$ cat src/sv/dets_pkg.sv
`timescale 1ns / 1ps

package dets_pkg;

    localparam int MIN_W   = 8;
    localparam int SEC_W   = 6;
    localparam int CODE_W  = 15;
    localparam int STEP_W  = 3;

    localparam logic [SEC_W-1:0]  SEC_MAX     = SEC_W'(59);
    localparam logic [CODE_W-1:0] TIME_SCALE  = CODE_W'(100);
    localparam logic [1:0]        PINS_RESET  = 2'b11;

    // detent machine phases
    typedef enum logic [1:0] {
        PH_IDLE   = 2'd0,
        PH_ALOW   = 2'd1,
        PH_DETENT = 2'd2,
        PH_BLOW   = 2'd3
    } dets_phase_t;

    typedef enum logic {
        OP_SAMPLE = 1'b0,
        OP_LOAD   = 1'b1
    } dets_op_t;

    typedef struct packed {
        logic a;
        logic b;
    } dets_pins_t;

    // unit change reported by one encoder lane
    typedef struct packed {
        logic inc;
        logic dec;
    } dets_delta_t;

endpackage

$ cat src/sv/dets_in_if.sv
`timescale 1ns / 1ps

interface dets_in_if
    import dets_pkg::*;
();
    logic             valid;
    logic             ready;
    logic             operation;
    logic             enc1_a;
    logic             enc1_b;
    logic             enc2_a;
    logic             enc2_b;
    logic [MIN_W-1:0] load_minutes;
    logic [SEC_W-1:0] load_seconds;

    modport source (
        output valid, operation, enc1_a, enc1_b, enc2_a, enc2_b,
               load_minutes, load_seconds,
        input  ready
    );

    modport sink (
        input  valid, operation, enc1_a, enc1_b, enc2_a, enc2_b,
               load_minutes, load_seconds,
        output ready
    );
endinterface

$ cat src/sv/dets_out_if.sv
`timescale 1ns / 1ps

interface dets_out_if
    import dets_pkg::*;
();
    logic              valid;
    logic              ready;
    logic [MIN_W-1:0]  set_minutes_out;
    logic [SEC_W-1:0]  set_seconds_out;
    logic [CODE_W-1:0] time_code;

    modport source (
        output valid, set_minutes_out, set_seconds_out, time_code,
        input  ready
    );

    modport sink (
        input  valid, set_minutes_out, set_seconds_out, time_code,
        output ready
    );
endinterface

$ cat src/sv/dual_encoder_time_setter_top.sv
`timescale 1ns / 1ps
// Set-time adjuster driven by two quadrature encoders.
//
// sample: one item per encoder pin sample (operation = sample) or per
//   preload of the set time (operation = load). Encoder 1 steps the
//   seconds, encoder 2 steps the minutes; a full detent cycle ending
//   back in idle moves the value by one on the following sample.
// result: exactly one item per accepted sample item, carrying the set
//   minutes, seconds and minutes * 100 + seconds after that item.
//
// A result is valid the cycle after its item is taken. Both encoder
// lanes and the time merge update in the same cycle, so one item per
// cycle is sustained while result.ready is high.
// The single output register holds a result while result.ready is low;
// sample.ready is then low too, and the next item is taken in the cycle
// the held result leaves.
// Reset clears the set time to 00:00, puts both encoders in idle with a
// zero count and both pin histories high, and empties the output register.
module dual_encoder_time_setter_top
    import dets_pkg::*;
(
    input  logic clk,
    input  logic rst_n,
    dets_in_if.sink    sample,
    dets_out_if.source result
);

    logic              accept;
    logic              step_en;
    dets_op_t          op;
    dets_pins_t        pins1, pins2;
    dets_delta_t       delta1, delta2;
    logic [MIN_W-1:0]  min_next;
    logic [SEC_W-1:0]  sec_next;

    logic              out_valid_reg;
    logic [MIN_W-1:0]  out_min_reg;
    logic [SEC_W-1:0]  out_sec_reg;
    logic [CODE_W-1:0] out_code_reg;

    assign sample.ready = !out_valid_reg || result.ready;
    assign accept       = sample.valid && sample.ready;
    assign op           = dets_op_t'(sample.operation);
    assign step_en      = accept && (op == OP_SAMPLE);

    assign pins1.a = sample.enc1_a;
    assign pins1.b = sample.enc1_b;
    assign pins2.a = sample.enc2_a;
    assign pins2.b = sample.enc2_b;

    dets_enc_lane u_lane_sec (
        .clk     (clk),
        .rst_n   (rst_n),
        .step_en (step_en),
        .pins    (pins1),
        .delta   (delta1)
    );

    dets_enc_lane u_lane_min (
        .clk     (clk),
        .rst_n   (rst_n),
        .step_en (step_en),
        .pins    (pins2),
        .delta   (delta2)
    );

    dets_merge u_merge (
        .clk          (clk),
        .rst_n        (rst_n),
        .accept       (accept),
        .operation    (op),
        .sec_delta    (delta1),
        .min_delta    (delta2),
        .load_minutes (sample.load_minutes),
        .load_seconds (sample.load_seconds),
        .min_next     (min_next),
        .sec_next     (sec_next)
    );

    always_ff @(posedge clk or negedge rst_n)
    begin
        if (!rst_n)
            out_valid_reg <= 1'b0;
        else if (sample.ready)
            out_valid_reg <= sample.valid;
    end

    always_ff @(posedge clk)
    begin
        if (accept)
        begin
            out_min_reg  <= min_next;
            out_sec_reg  <= sec_next;
            out_code_reg <= CODE_W'(min_next) * TIME_SCALE + CODE_W'(sec_next);
        end
    end

    assign result.valid           = out_valid_reg;
    assign result.set_minutes_out = out_min_reg;
    assign result.set_seconds_out = out_sec_reg;
    assign result.time_code       = out_code_reg;

`ifndef SYNTHESIS
    a_result_follows: assert property (@(posedge clk) disable iff (!rst_n)
        accept |=> result.valid)
        else $error("accepted item produced no result");

    a_seconds_range: assert property (@(posedge clk) disable iff (!rst_n)
        result.valid |-> (result.set_seconds_out <= SEC_MAX))
        else $error("seconds out of range");

    a_code_match: assert property (@(posedge clk) disable iff (!rst_n)
        result.valid |-> (result.time_code ==
            CODE_W'(result.set_minutes_out) * TIME_SCALE
            + CODE_W'(result.set_seconds_out)))
        else $error("time code does not match minutes and seconds");

    a_stall_only_when_full: assert property (@(posedge clk) disable iff (!rst_n)
        !sample.ready |-> (result.valid && !result.ready))
        else $error("input stalled without a held result");
`endif

endmodule

$ cat src/sv/dets_enc_lane.sv
`timescale 1ns / 1ps

module dets_enc_lane
    import dets_pkg::*;
(
    input  logic        clk,
    input  logic        rst_n,
    input  logic        step_en,
    input  dets_pins_t  pins,
    output dets_delta_t delta
);

    dets_phase_t              phase_reg, phase_next;
    logic signed [STEP_W-1:0] steps_reg, steps_next;
    logic [1:0]               prev_reg, prev_next;

    logic signed [STEP_W:0]   steps_w;
    logic                     oa, ob;

    localparam logic signed [STEP_W:0] STEPS_HI = (STEP_W+1)'(3);
    localparam logic signed [STEP_W:0] STEPS_LO = -(STEP_W+1)'(4);
    localparam logic signed [STEP_W-1:0] STEPS_FULL = STEP_W'(3);

    assign oa = prev_reg[0];
    assign ob = prev_reg[1];
    assign prev_next = {pins.b, pins.a};

    // count check happens in idle before the new pins are looked at
    always_comb
    begin
        delta.inc = 1'b0;
        delta.dec = 1'b0;
        if (phase_reg == PH_IDLE)
        begin
            delta.inc = (steps_reg == STEPS_FULL);
            delta.dec = (steps_reg == -STEPS_FULL);
        end
    end

    always_comb
    begin
        phase_next = phase_reg;
        steps_w    = (STEP_W+1)'(steps_reg);
        case (phase_reg)
            PH_IDLE:
            begin
                steps_w = '0;
                if ({pins.b, pins.a} != prev_reg)
                begin
                    if (!pins.a && pins.b)
                    begin
                        if (oa)
                        begin
                            phase_next = PH_ALOW;
                            steps_w    = (STEP_W+1)'(1);
                        end
                    end
                    else if (pins.a && !pins.b)
                    begin
                        if (ob)
                        begin
                            phase_next = PH_BLOW;
                            steps_w    = -(STEP_W+1)'(1);
                        end
                    end
                end
            end
            PH_ALOW:
            begin
                if (!pins.a && !pins.b)
                begin
                    if (ob)
                    begin
                        phase_next = PH_DETENT;
                        steps_w    = steps_w + (STEP_W+1)'(1);
                    end
                end
                else if (pins.a && pins.b)
                begin
                    if (!oa)
                        phase_next = PH_IDLE;
                end
            end
            PH_DETENT:
            begin
                if (pins.a && !pins.b)
                begin
                    if (!oa)
                    begin
                        phase_next = PH_BLOW;
                        steps_w    = steps_w + (STEP_W+1)'(1);
                    end
                end
                else if (!pins.a && pins.b)
                begin
                    if (!ob)
                    begin
                        phase_next = PH_ALOW;
                        steps_w    = steps_w - (STEP_W+1)'(1);
                    end
                end
            end
            PH_BLOW:
            begin
                if (pins.a && pins.b)
                begin
                    if (!ob)
                        phase_next = PH_IDLE;
                end
                else if (!pins.a && !pins.b)
                begin
                    if (oa)
                    begin
                        phase_next = PH_DETENT;
                        steps_w    = steps_w - (STEP_W+1)'(1);
                    end
                end
            end
            default:
            begin
                phase_next = PH_IDLE;
            end
        endcase

        if (steps_w > STEPS_HI)
            steps_next = STEP_W'(STEPS_HI);
        else if (steps_w < STEPS_LO)
            steps_next = STEP_W'(STEPS_LO);
        else
            steps_next = steps_w[STEP_W-1:0];
    end

    always_ff @(posedge clk or negedge rst_n)
    begin
        if (!rst_n)
        begin
            phase_reg <= PH_IDLE;
            steps_reg <= '0;
            prev_reg  <= PINS_RESET;
        end
        else if (step_en)
        begin
            phase_reg <= phase_next;
            steps_reg <= steps_next;
            prev_reg  <= prev_next;
        end
    end

endmodule

$ cat src/sv/dets_merge.sv
`timescale 1ns / 1ps

module dets_merge
    import dets_pkg::*;
(
    input  logic             clk,
    input  logic             rst_n,
    input  logic             accept,
    input  dets_op_t         operation,
    input  dets_delta_t      sec_delta,
    input  dets_delta_t      min_delta,
    input  logic [MIN_W-1:0] load_minutes,
    input  logic [SEC_W-1:0] load_seconds,
    output logic [MIN_W-1:0] min_next,
    output logic [SEC_W-1:0] sec_next
);

    logic [MIN_W-1:0] min_reg;
    logic [SEC_W-1:0] sec_reg;
    logic             carry;

    always_comb
    begin
        carry    = 1'b0;
        sec_next = sec_reg;
        min_next = min_reg;
        case (operation)
            OP_LOAD:
            begin
                min_next = load_minutes;
                sec_next = (load_seconds > SEC_MAX) ? SEC_MAX : load_seconds;
            end
            OP_SAMPLE:
            begin
                if (sec_delta.inc)
                begin
                    if (sec_reg == SEC_MAX)
                    begin
                        sec_next = '0;
                        carry    = 1'b1;
                    end
                    else
                        sec_next = sec_reg + SEC_W'(1);
                end
                else if (sec_delta.dec)
                begin
                    // no borrow into minutes on the way down
                    sec_next = (sec_reg == '0) ? SEC_MAX : sec_reg - SEC_W'(1);
                end

                if (min_delta.inc)
                    min_next = min_reg + MIN_W'(1) + MIN_W'(carry);
                else if (min_delta.dec)
                    min_next = min_reg - MIN_W'(1) + MIN_W'(carry);
                else
                    min_next = min_reg + MIN_W'(carry);
            end
            default:
            begin
                sec_next = sec_reg;
                min_next = min_reg;
            end
        endcase
    end

    always_ff @(posedge clk or negedge rst_n)
    begin
        if (!rst_n)
        begin
            min_reg <= '0;
            sec_reg <= '0;
        end
        else if (accept)
        begin
            min_reg <= min_next;
            sec_reg <= sec_next;
        end
    end

endmodule
$ cat src/flat_wrapper.sv
// flat-port wrapper written by rule: the top's interface ports become plain ports
module dual_encoder_time_setter_top_flat import dets_pkg::*;
  (clk, rst_n, sample_valid, sample_operation, sample_enc1_a, sample_enc1_b, sample_enc2_a, sample_enc2_b, sample_load_minutes, sample_load_seconds, sample_ready, result_valid, result_set_minutes_out, result_set_seconds_out, result_time_code, result_ready);
  dets_in_if sample_i ();
  dets_out_if result_i ();
  input  logic clk;
  input  logic rst_n;
  input wire logic [$bits(sample_i.valid)-1:0] sample_valid;
  input wire logic [$bits(sample_i.operation)-1:0] sample_operation;
  input wire logic [$bits(sample_i.enc1_a)-1:0] sample_enc1_a;
  input wire logic [$bits(sample_i.enc1_b)-1:0] sample_enc1_b;
  input wire logic [$bits(sample_i.enc2_a)-1:0] sample_enc2_a;
  input wire logic [$bits(sample_i.enc2_b)-1:0] sample_enc2_b;
  input wire logic [$bits(sample_i.load_minutes)-1:0] sample_load_minutes;
  input wire logic [$bits(sample_i.load_seconds)-1:0] sample_load_seconds;
  output wire logic [$bits(sample_i.ready)-1:0] sample_ready;
  output wire logic [$bits(result_i.valid)-1:0] result_valid;
  output wire logic [$bits(result_i.set_minutes_out)-1:0] result_set_minutes_out;
  output wire logic [$bits(result_i.set_seconds_out)-1:0] result_set_seconds_out;
  output wire logic [$bits(result_i.time_code)-1:0] result_time_code;
  input wire logic [$bits(result_i.ready)-1:0] result_ready;
  assign sample_i.valid = sample_valid;
  assign sample_i.operation = sample_operation;
  assign sample_i.enc1_a = sample_enc1_a;
  assign sample_i.enc1_b = sample_enc1_b;
  assign sample_i.enc2_a = sample_enc2_a;
  assign sample_i.enc2_b = sample_enc2_b;
  assign sample_i.load_minutes = sample_load_minutes;
  assign sample_i.load_seconds = sample_load_seconds;
  assign sample_ready = sample_i.ready;
  assign result_valid = result_i.valid;
  assign result_set_minutes_out = result_i.set_minutes_out;
  assign result_set_seconds_out = result_i.set_seconds_out;
  assign result_time_code = result_i.time_code;
  assign result_i.ready = result_ready;
  dual_encoder_time_setter_top u_core (.clk(clk), .rst_n(rst_n), .sample(sample_i), .result(result_i));
endmodule
$ cat config.mk
export PLATFORM = sky130hd
export DESIGN_NAME = dual_encoder_time_setter_top_flat
export DESIGN_NICKNAME = d
export VERILOG_FILES = /design/src/sv/dets_pkg.sv /design/src/sv/dets_in_if.sv /design/src/sv/dets_out_if.sv /design/src/sv/dual_encoder_time_setter_top.sv /design/src/sv/dets_enc_lane.sv /design/src/sv/dets_merge.sv /design/src/flat_wrapper.sv
export SDC_FILE = /design/constraint.sdc
export NUM_CORES = 1
export LEC_CHECK = 0
export BUFFER_PORTS_ARGS = -buffer_cell sky130_fd_sc_hd__buf_2
export CAP_MARGIN = 20
export CORE_MARGIN = 4
export CORE_UTILIZATION = 50
export DETAILED_ROUTE_END_ITERATION = 8
export GPL_TIMING_DRIVEN = 0
export HOLD_SLACK_MARGIN = 0.1
export PLACE_DENSITY = 0.7
export SETUP_SLACK_MARGIN = 0.02
export SLEW_MARGIN = 20
export SYNTH_ARGS = -nofsm -noshare
export SYNTH_HDL_FRONTEND = slang
export SYNTH_SLANG_ARGS = --single-unit
$ cat constraint.sdc
create_clock -name clk -period 7.35 [get_ports clk]
set_input_delay 0.3675 -clock clk [delete_from_list [all_inputs] [get_ports clk]]
set_output_delay 0.3675 -clock clk [all_outputs]
set_load 0.02 [all_outputs]
==> results.cfg, run 1 <==
[sta]
fin_crit_sh_pct = 91.2
timing.fmax_ghz = 0.149
fin_worst_skew_ns = 0.00899
worstMarginPinSlew_ns = 1.12
fin_crit_ns = 6.70
fin_tns_setup_ns = 0
grt_setup_unrepaired = no
setup_viol = 0
slew_headroom_pct = 25.1
finalHoldViolCount = 0
drv_slew = 0

[final_layout]
largest_reg_flops = 15
finalNetCount = 703
num-fill-cells = 874
layout_commonest_cell = ha_1
mostFrequentLayoutCells = 57 x ha_1, 52 x buf_2, 47 x nand2_1
drive_gt1_share_pct = 17.9
diodes = 0
areaGrowthSynthToFinish_pct = 10.5
design_area_mm2 = 0.00569

[floorplan]
initial_utilization_pct = 52.0
core_mm2 = 0.00991
dieHeight_um = 110
dieArea_mm2 = 0.0120
io_pins = 54
num_rows = 36
die_w_um = 110

[job]
cap_violations = 0

[global_routing]
grt_pass1_vias = 4300
grt_max_degree = 37
grtUsageTotal_pct = 21.0
antenna_found_initial = 0
grt_pass1_wl_mm = 20.5
overflow = 0

[drt]
viasPerCell = 6.03
first_pass_iters = 5
drt-total-wl_mm = 12.4
drc = 0
postRouteAntennaNets = 0
via_count = 4546
wire_per_inst_um = 16.5
drtIter0Drc = 355

[min_path]
hp-class = primary input to flip-flop

[yosys]
yosys_register_bits = 56
synth_area_leader_cell = edfxtp_1
synthArstFlopShare_pct = 51.8
yosys-top-cells-area = edfxtp_1 16%, ha_1 14%, dfrtp_1 12%
syn_inst = 560
yosysSeqAreaShare_pct = 29.9
syn_area_per_cell_um2 = 9.20
synth.top_cell.area_share_pct = 15.7
netlist-cell-type-count = 76
synth_nets = 643
synth-main-ff-cell = edfxtp_1
synth_area_mm2 = 0.00515
synth-edff-count = 27
ys.warnings.count = 0

[critical_path]
critPathLaunchType = flip-flop
path_buf_inv = 5
cp_top_family = adder cells
slowest_delay_ns = 0.49
critPathSlowestCell = fa_1
critPathCaptureType = flip-flop
arrival_ns = 6.78
cpMostUsedCell = ha_1
crit_type = flip-flop to flip-flop
critPathMaxFanout = 7
required_ns = 7.43

[placement]
io_buffers = 52
place_area_mm2 = 0.00558
routabilityCongestion = 0.860
dpl.hpwl_mm = 9.60

[run_status]
status = finished clean

[clock_network]
clockRootBuffer = clkbuf_8
cts_tree = yes
clk_latency_ns = 0.31
clock_path_buffers = 2
clk_pin_slew_ns = 0.11
cts_max_level = 2
clock_sinks = 56
post-cts-setup-buffers = 0
numCtsBuffers = 5

[power_and_ir_drop]
power_per_cell_area_mw_per_mm2 = 377
vdd_ir_drop_max_uv = 177
leakage_nw = 2.35
worst min-delay path: stages:
cell and delay [ns]:
buf_2 0.09, inv_1 0.05, nand2_1 0.05
final cells by class:
type / instances / area [um2] / area share, %
plain buffers: 33 / 185 / 3.25
multi-input cells: 435 / 3300 / 58.0
clock inverters: 3 / 21.3 / 0.374
clock buffers: 5 / 68.8 / 1.21
inverters: 36 / 135 / 2.37
repair buffers: 53 / 270 / 4.75
well taps: 133 / 166 / 2.92
flip-flops and latches: 56 / 1540 / 27.1
report_power, final:
group          total (W)  internal, W  switching (W)  leakage [nW]
Sequential      0.000548     0.000471      0.0000771         0.596
Combinational    0.00142     0.000615       0.000809          1.71
Clock           0.000173    0.0000676       0.000105        0.0407
layer usage:
layer | GRT usage, % | part of all wire [%]
met2 | 36.6 | 48
met3 | 2.47 | 5.1
met5 | 0 | 0
met1 | 27.5 | 45
met4 | 5.79 | 2.1
Yosys cell counts, types with 4 or more instances:
master	instances
dfrtp_1	25
xnor2_1	24
o211ai_1	7
nor2_1	20
nor3b_1	12
xor2_1	12
clkbuf_1	20
a31oi_1	6
a21o_1	5
inv_1	35
a211oi_1	6
a41oi_1	4
buf_4	5
or2_2	4
nor3_1	9
o21ai_0	37
mux2i_1	5
nand3_1	14
nand2_1	47
o22ai_1	4
o31ai_1	5
ha_1	57
nand3b_1	5
a22oi_1	4
nand2b_1	18
mux2_2	19
edfxtp_1	27
a21oi_1	23
dfstp_2	4
nor2b_1	12
kinds of logic after synthesis:
group / Yosys count / synth area share [%]
compound gates: 146 / 19.5
buf+inv: 69 / 6.22
flops: 56 / 29.9
fa+ha+maj: 61 / 15.2
simple gates: 168 / 17.9
xor+xnor: 36 / 6.12
mux: 24 / 5.12
stage by stage:
step / cells / power [W] / hold slack, ns / util (%) / setup slack (ns)
floorplan: 560 / 0.00164 / 0.0719 / - / 1.31
CTS: 754 / 0.00214 / 0.245 / 57.3 / 0.286
finish: 754 / 0.00214 / 0.267 / 57.4 / 0.649
global placement: 745 / 0.00190 / 0.433 / 56.3 / 0.341
detailed placement: 745 / 0.00196 / 0.444 / 56.3 / 0.313
global route: 754 / 0.00234 / 0.268 / 57.4 / 0.0816
final timing paths:
| kind | from | endpoint | slack [ns] | depth (start not counted) |
|---|---|---|---|---|
| max | u_core.u_lane_sec.steps_reg[1] | u_core.result.time_code[14] | 0.65 | 26 |
| min | sample_valid | u_core.result.valid | 0.27 | 3 |
| max reg2reg | u_core.u_lane_sec.steps_reg[1] | u_core.result.time_code[14] | 0.65 | 26 |
| min reg2reg | u_core.u_merge.min_reg[7] | u_core.u_merge.min_reg[7] | 0.55 | 1 |
| max in group asynchronous | rst_n | u_core.u_merge.min_reg[5] | 6.29 | 2 |
| min in group asynchronous | rst_n | u_core.u_merge.min_reg[2] | 0.62 | 2 |
repair_timing:
action / in CTS / in global routing
hold buffers: 1 / 0
endpoints found under the hold margin: 6 / 0
gates resized for setup: 0 / 3
endpoints found under the setup margin: 0 / 3
No activity file was read; power rests on OpenSTA's default activity.
==> run 2, diff against run 1 <==
REMOVE_ABC_BUFFERS = 1   (was unset)
==> run 2 against run 1 <==
Effect of this change:
- die area unchanged
- clock power up 38%
- critical path depth down 5
- sequential power up 15%
- highest routed layer unchanged
- count of clock-buffer cells in the layout up 1
- critical path type unchanged
==> results.cfg, run 2 (synthesis results as in run 1) <==
[run_status]
status = finished clean

[clock_network]
cts_tree = yes
clock_sinks = 56
clk_latency_ns = 0.31
clock_path_buffers = 2
clk_pin_slew_ns = 0.10
cts_hold_buf = 0
numCtsBuffers = 5
cts_max_level = 2
clockRootBuffer = clkbuf_8

[sta]
setup_slack_ns = 0.639
finalHoldViolCount = 0
fin_crit_sh_pct = 91.3
fin_crit_ns = 6.71
grt_setup_unrepaired = no
drv_slew = 0
fin_worst_skew_ns = 0.00320
setup_viol = 0
fin_tns_setup_ns = 0
timing.fmax_ghz = 0.149
whs_ns = 0.120
worstMarginPinSlew_ns = 1.07
slew_headroom_pct = 28.5

[power_and_ir_drop]
sw_frac_of_total_pct = 43.8
power_per_cell_area_mw_per_mm2 = 382
vdd_ir_drop_max_uv = 219
power.switching_w = 0.000926
p_int_w = 0.00119
clockPowerShare_pct = 11.3
seqPwrFrac_pct = 29.8
pwr-share-comb_pct = 58.9
leakage_nw = 2.29

[critical_path]
critPathCaptureType = flip-flop
crit_type = flip-flop to flip-flop
cpMostUsedCell = ha_1
slowest_delay_ns = 0.58
arrival_ns = 6.78
critPathMaxFanout = 7
critPathLaunchType = flip-flop
crit_chain = ha_1 -> ha_1 -> or3b_2 -> nor4_2 -> inv_1 -> ha_1 -> a211oi_1 -> nor3_1 -> xnor2_1 -> o21ai_0 -> ha_1 -> ha_1 -> ha_1 -> xor2_1 -> ha_1 -> xor2_1 -> or3b_2 -> nor3_1 -> nand4_1 -> nor3b_1 -> xnor2_1
required_ns = 7.42
critPathSlowestCell = or3b_2

[drt]
via_count = 4203
first_pass_iters = 5
postRouteAntennaNets = 0
viasPerCell = 5.83
drtIter0Drc = 222
drc = 0
drt-total-wl_mm = 11.0
wire_per_inst_um = 15.3

[final_layout]
final_core_util_pct = 55.9
multi_input_area_mm2 = 0.00330
mostFrequentLayoutCells = 57 x ha_1, 53 x buf_2, 47 x nand2_1
layout_commonest_cell = ha_1
largest_reg_flops = 15
finalNetCount = 670
num-fill-cells = 913
drive_gt1_share_pct = 17.2
regArea_mm2 = 0.00154
diodes = 0
areaGrowthSynthToFinish_pct = 7.50

[placement]
dpl.hpwl_mm = 8.07
dp_slack_ns = 0.453
io_buffers = 53
routabilityCongestion = 0.933

[global_routing]
antenna_found_initial = 0
grt_pass1_wl_mm = 18.7
grt_max_degree = 42
overflow = 0
grt_pass1_vias = 4070
grtUsageTotal_pct = 19.0

[floorplan]
io_pins = 54
dieHeight_um = 110
dieArea_mm2 = 0.0120
core_mm2 = 0.00991
die_w_um = 110
num_rows = 36
initial_utilization_pct = 52.0

[job]
cap_violations = 0

[min_path]
hp-class = primary input to asynchronous set/reset pin
[run 2: cell count changes in the layout (fill, tap and decap cells not counted), sizes merged]
| cell | delta |
|---|---|
| inv | -1 |
| bufinv | +2 |
| clkinvlp | -2 |
| clkbuf | -21 |
| buf | -10 |
| dlygate4sd3 | -1 |
[run 2: layer usage]
metal	track usage [%]	wire length (um)	vias to the layer above
met5	0	0	-
met4	4.54	112	0
met3	1.82	467	10
met2	34.0	5390	103
met1	24.7	5080	1983
li1	-	-	2107
[run 2: path summary, 6_finish.rpt]
path | to | slack, ns | cells after the start | from
min in group clk | u_core.result.valid | 0.27 | 3 | sample_valid
max in group asynchronous | u_core.u_lane_sec.steps_reg[2] | 6.76 | 1 | rst_n
worst min-delay path | u_core.u_merge.min_reg[2] | 0.12 | 1 | rst_n
worst min register to register | u_core.u_merge.min_reg[7] | 0.54 | 1 | u_core.u_merge.min_reg[7]
worst max register to register | u_core.result.time_code[14] | 0.64 | 21 | u_core.u_lane_sec.steps_reg[1]
worst max-delay path | u_core.result.time_code[14] | 0.64 | 21 | u_core.u_lane_sec.steps_reg[1]
[run 2: timing repair]
action / in CTS / in global routing
resized for setup: 0 / 1
hold endpoints to repair: 0 / 0
endpoints found under the setup margin: 0 / 2
setup buffers: 0 / 0
[run 2: layout make-up]
cell class | instances | share of cell area, %
Multi-Input combinational cell | 435 | 59.5
Sequential cell | 56 | 27.8
Timing Repair Buffer | 53 | 4.79
Tap cell | 133 | 3.00
Inverter | 36 | 2.46
Clock buffer | 6 | 1.31
Clock inverter | 2 | 1.08
[run 2: worst max-delay path: cells and delay by family, from the launching register on]
kind                     cells  cell delay, ns
AND/OR/NAND/NOR              7            2.44
adder cells (fa/ha/maj)      7            1.91
AO/OA/AOI/OAI                2            0.89
XOR/XNOR                     4            0.61
flip-flops                   1            0.48
buffers and inverters        1            0.14
[run 2: power groups by stage]
stage	clock network, W	logic, W	registers, W
6_report	0.000238	0.00125	0.000631
4_1_cts	0.000245	0.00125	0.000627
2_1_floorplan	0	0.000951	0.000649
3_5_place_dp	0	0.00124	0.000633
3_3_place_gp	0	0.00121	0.000629
5_1_grt	0.000258	0.00141	0.000651
[run 2: stage by stage]
| step | cells | power, W | area (um2) |
|---|---|---|---|
| floorplan | 527 | 0.00160 | 4970 |
| global placement | 713 | 0.00184 | 5400 |
| detailed placement | 713 | 0.00187 | 5400 |
| CTS | 721 | 0.00212 | 5530 |
| global route | 721 | 0.00232 | 5540 |
| finish | 721 | 0.00212 | 5540 |
==> run 3, diff against run 2 <==
CAP_MARGIN = unset   (was 20)
SYNTH_HIERARCHICAL = 1   (was unset)
clock period = 7 ns   (was 7.35 ns; I/O delays follow)
==> run 3 against run 2 <==
Effect of this change:
- fmax is 7.7% higher
- global-route usage is 0.50 points lower
- worst hold slack worse by 0.039 ns
- sequential share of layout area is 0.89 points lower
- non-clock buffer count is 1 higher
- via count is 2.5% higher
- combinational power is 16% lower
- synthesized cell count is 1.1% higher
- register-to-register slack better by 0.13 ns
- largest cell class unchanged
- highest routed layer unchanged
==> results.cfg, run 3 <==
[critical_path]
required_ns = 7.06
crit_type = flip-flop to flip-flop
critPathMaxFanout = 19
critPathLaunchType = flip-flop
critPathSlowestCell = dfrtp_1
crit_chain = nor2_1 -> and2_1 -> nand3_1 -> ha_1 -> ha_1 -> or2b_1 -> a21oi_1 -> a21oi_1 -> o21ai_0 -> ha_1 -> ha_1 -> ha_1 -> fa_1 -> a211o_1 -> o21ai_0 -> xnor2_1 -> and2_1 -> nand4_1 -> xor2_1
cpMostUsedCell = ha_1
critPathCaptureType = flip-flop
path_buf_inv = 0
cp_top_family = adder cells
slowest_delay_ns = 0.61
arrival_ns = 6.29

[clock_network]
post-cts-setup-buffers = 0
cts_hold_buf = 0
ctsResizeCount = 0
clock_sinks = 56
clock_path_buffers = 2
cts_tree = yes
clockRootBuffer = clkbuf_8
numCtsBuffers = 5
clk_latency_ns = 0.31
cts_max_level = 2
clk_pin_slew_ns = 0.11

[floorplan]
initial_utilization_pct = 51.5
dieArea_mm2 = 0.0123
core_mm2 = 0.0103
io_pins = 54
die_w_um = 111
dieHeight_um = 111
num_rows = 37

[drt]
drc = 0
via_count = 4310
postRouteAntennaNets = 0
drtIter0Drc = 230
drt-total-wl_mm = 11.3
wire_per_inst_um = 15.3
viasPerCell = 5.86
first_pass_iters = 4

[yosys]
yosysSeqAreaShare_pct = 29.0
synth_common_cells = 58 x ha_1, 43 x inv_1, 38 x nand2_1
synth-edff-count = 27
synth_area_mm2 = 0.00532
yosys-top-cells-area = edfxtp_1 15%, ha_1 14%, dfrtp_1 12%
netlist-cell-type-count = 80
synth_mux_area_share_pct = 5.53
synth_compound_area_share_pct = 20.0
synth_fa_ha_area_share_pct = 15.2
synthSimpleGateAreaFrac_pct = 19.3
yosys_register_bits = 56
synth-xor-area-share_pct = 5.08
synth-main-ff-cell = edfxtp_1
synth.top_cell.area_share_pct = 15.3
syn_area_per_cell_um2 = 9.39
synth_area_leader_cell = edfxtp_1
synth_top_family_by_area = compound AO/OA/AOI/OAI gates
ys.warnings.count = 6
synth.most_common_cell = ha_1
syn_inst = 566
synthArstFlopShare_pct = 51.8

[sta]
setup_viol = 0
worstMarginPinSlew_ns = 0.840
drv_slew = 0
grt_setup_unrepaired = no
fin_worst_skew_ns = 0.0113
whs_ns = 0.0813
fin_tns_setup_ns = 0
fin_crit_ns = 6.23
fin_crit_sh_pct = 89.0
timing.fmax_ghz = 0.160
slew_headroom_pct = 43.8
finalHoldViolCount = 0

[power_and_ir_drop]
clockPowerShare_pct = 10.2
vdd_ir_drop_max_uv = 171
power_per_cell_area_mw_per_mm2 = 324
sw_frac_of_total_pct = 45.9
power.switching_w = 0.000851
leakage_nw = 2.43
seqPwrFrac_pct = 33.2
pwr-share-comb_pct = 56.7
p_int_w = 0.00100
finalPower_w = 0.00185

[min_path]
hp-class = primary input to asynchronous set/reset pin

[global_routing]
overflow = 0
grt_pass1_wl_mm = 19.9
grt_max_degree = 34
grtUsageTotal_pct = 18.5
antenna_found_initial = 0
grt_pass1_vias = 4276

[placement]
routabilityCongestion = 0.914
dpl.hpwl_mm = 8.63
place_inst = 727
io_buffers = 53

[final_layout]
drive_gt1_share_pct = 17.2
diodes = 0
finalNetCount = 683
mostFrequentLayoutCells = 58 x ha_1, 53 x buf_2, 43 x inv_1
num-fill-cells = 918
areaGrowthSynthToFinish_pct = 7.67
largest_reg_flops = 13
stdcell_count = 735
layout_commonest_cell = ha_1

[run_status]
status = finished clean

[job]
cap_violations = 0
[run 3: changes by cell type after synthesis, sizes merged, moves of 6 or more]
| cell | before | now |
|---|---|---|
| mux2i | 5 | 17 |
| and3 | 3 | 12 |
| clkbuf | 22 | 13 |
| o21ai | 39 | 30 |
| inv | 35 | 43 |
| mux2 | 19 | 11 |
| nand2 | 47 | 39 |
| o22ai | 4 | 10 |
| xnor2 | 24 | 18 |
[run 3: layout make-up]
type	instances	area [um2]	share of cell area, %
repair buffers	54	293	5.12
inverters	43	161	2.82
flip-flops and latches	56	1540	26.9
well taps	136	170	2.97
clock buffers	5	68.8	1.20
multi-input cells	438	3460	60.5
clock inverters	3	26.3	0.459
[run 3: power groups by stage]
| stage | Combinational, W | Clock [W] | Sequential (W) |
|---|---|---|---|
| after floorplan | 0.000789 | 0 | 0.000628 |
| after global placement | 0.00102 | 0 | 0.000614 |
| after detailed placement | 0.00105 | 0 | 0.000619 |
| after CTS | 0.00105 | 0.000196 | 0.000612 |
| after global routing | 0.00119 | 0.000211 | 0.000636 |
| final | 0.00105 | 0.000189 | 0.000614 |
[run 3: cells by family after synthesis]
| group | count (synthesis) |
|---|---|
| compound gates | 144 |
| fa+ha+maj | 62 |
| xor+xnor | 30 |
| flops | 56 |
| simple gates | 174 |
| mux | 28 |
| buf+inv | 72 |
[run 3: metrics by stage]
stage	worst slack [ns]	cell area, um2	util (%)
2_1_floorplan	1.75	5160	-
3_3_place_gp	0.984	5600	54.2
3_5_place_dp	0.850	5630	54.5
4_1_cts	0.826	5720	55.4
5_1_grt	0.231	5720	55.4
6_report	0.768	5720	55.4
[run 3: path summary, 6_finish.rpt]
| kind | cells after the start | endpoint | start | slack, ns |
|---|---|---|---|---|
| hold / removal | 1 | u_core/u_lane_min/phase_reg[1] | rst_n | 0.08 |
| max in group asynchronous | 1 | u_core/u_lane_sec/steps_reg[2] | rst_n | 6.47 |
| setup reg to reg | 19 | u_core/result.time_code[13] | u_core/u_lane_sec/phase_reg[0] | 0.77 |
| setup / recovery | 19 | u_core/result.time_code[13] | u_core/u_lane_sec/phase_reg[0] | 0.77 |
| min in group clk | 2 | u_core/result.valid | sample_valid | 0.23 |
| hold reg to reg | 2 | u_core/result.valid | u_core/result.valid | 0.58 |
[run 3: worst register-to-register path: stages (launching register included)]
cell and delay [ns]:
dfrtp_1 0.61, nor2_1 0.51, and2_1 0.52, nand3_1 0.23, ha_1 0.27, ha_1 0.27
or2b_1 0.22, a21oi_1 0.13, a21oi_1 0.07, o21ai_0 0.59, ha_1 0.35, ha_1 0.30
ha_1 0.32, fa_1 0.49, a211o_1 0.29, o21ai_0 0.10, xnor2_1 0.23, and2_1 0.20
nand4_1 0.12, xor2_1 0.17
[run 3: routing by layer]
metal  GRT usage [%]  share of wire, %  wire, um  up-vias
li1                -                 -         -     2162
met1            24.3                45      5060     2046
met2            32.7                50      5620       87
met3            2.40               3.8       423       15
met4            3.97               1.5       170        0
met5               0                 0         0        -
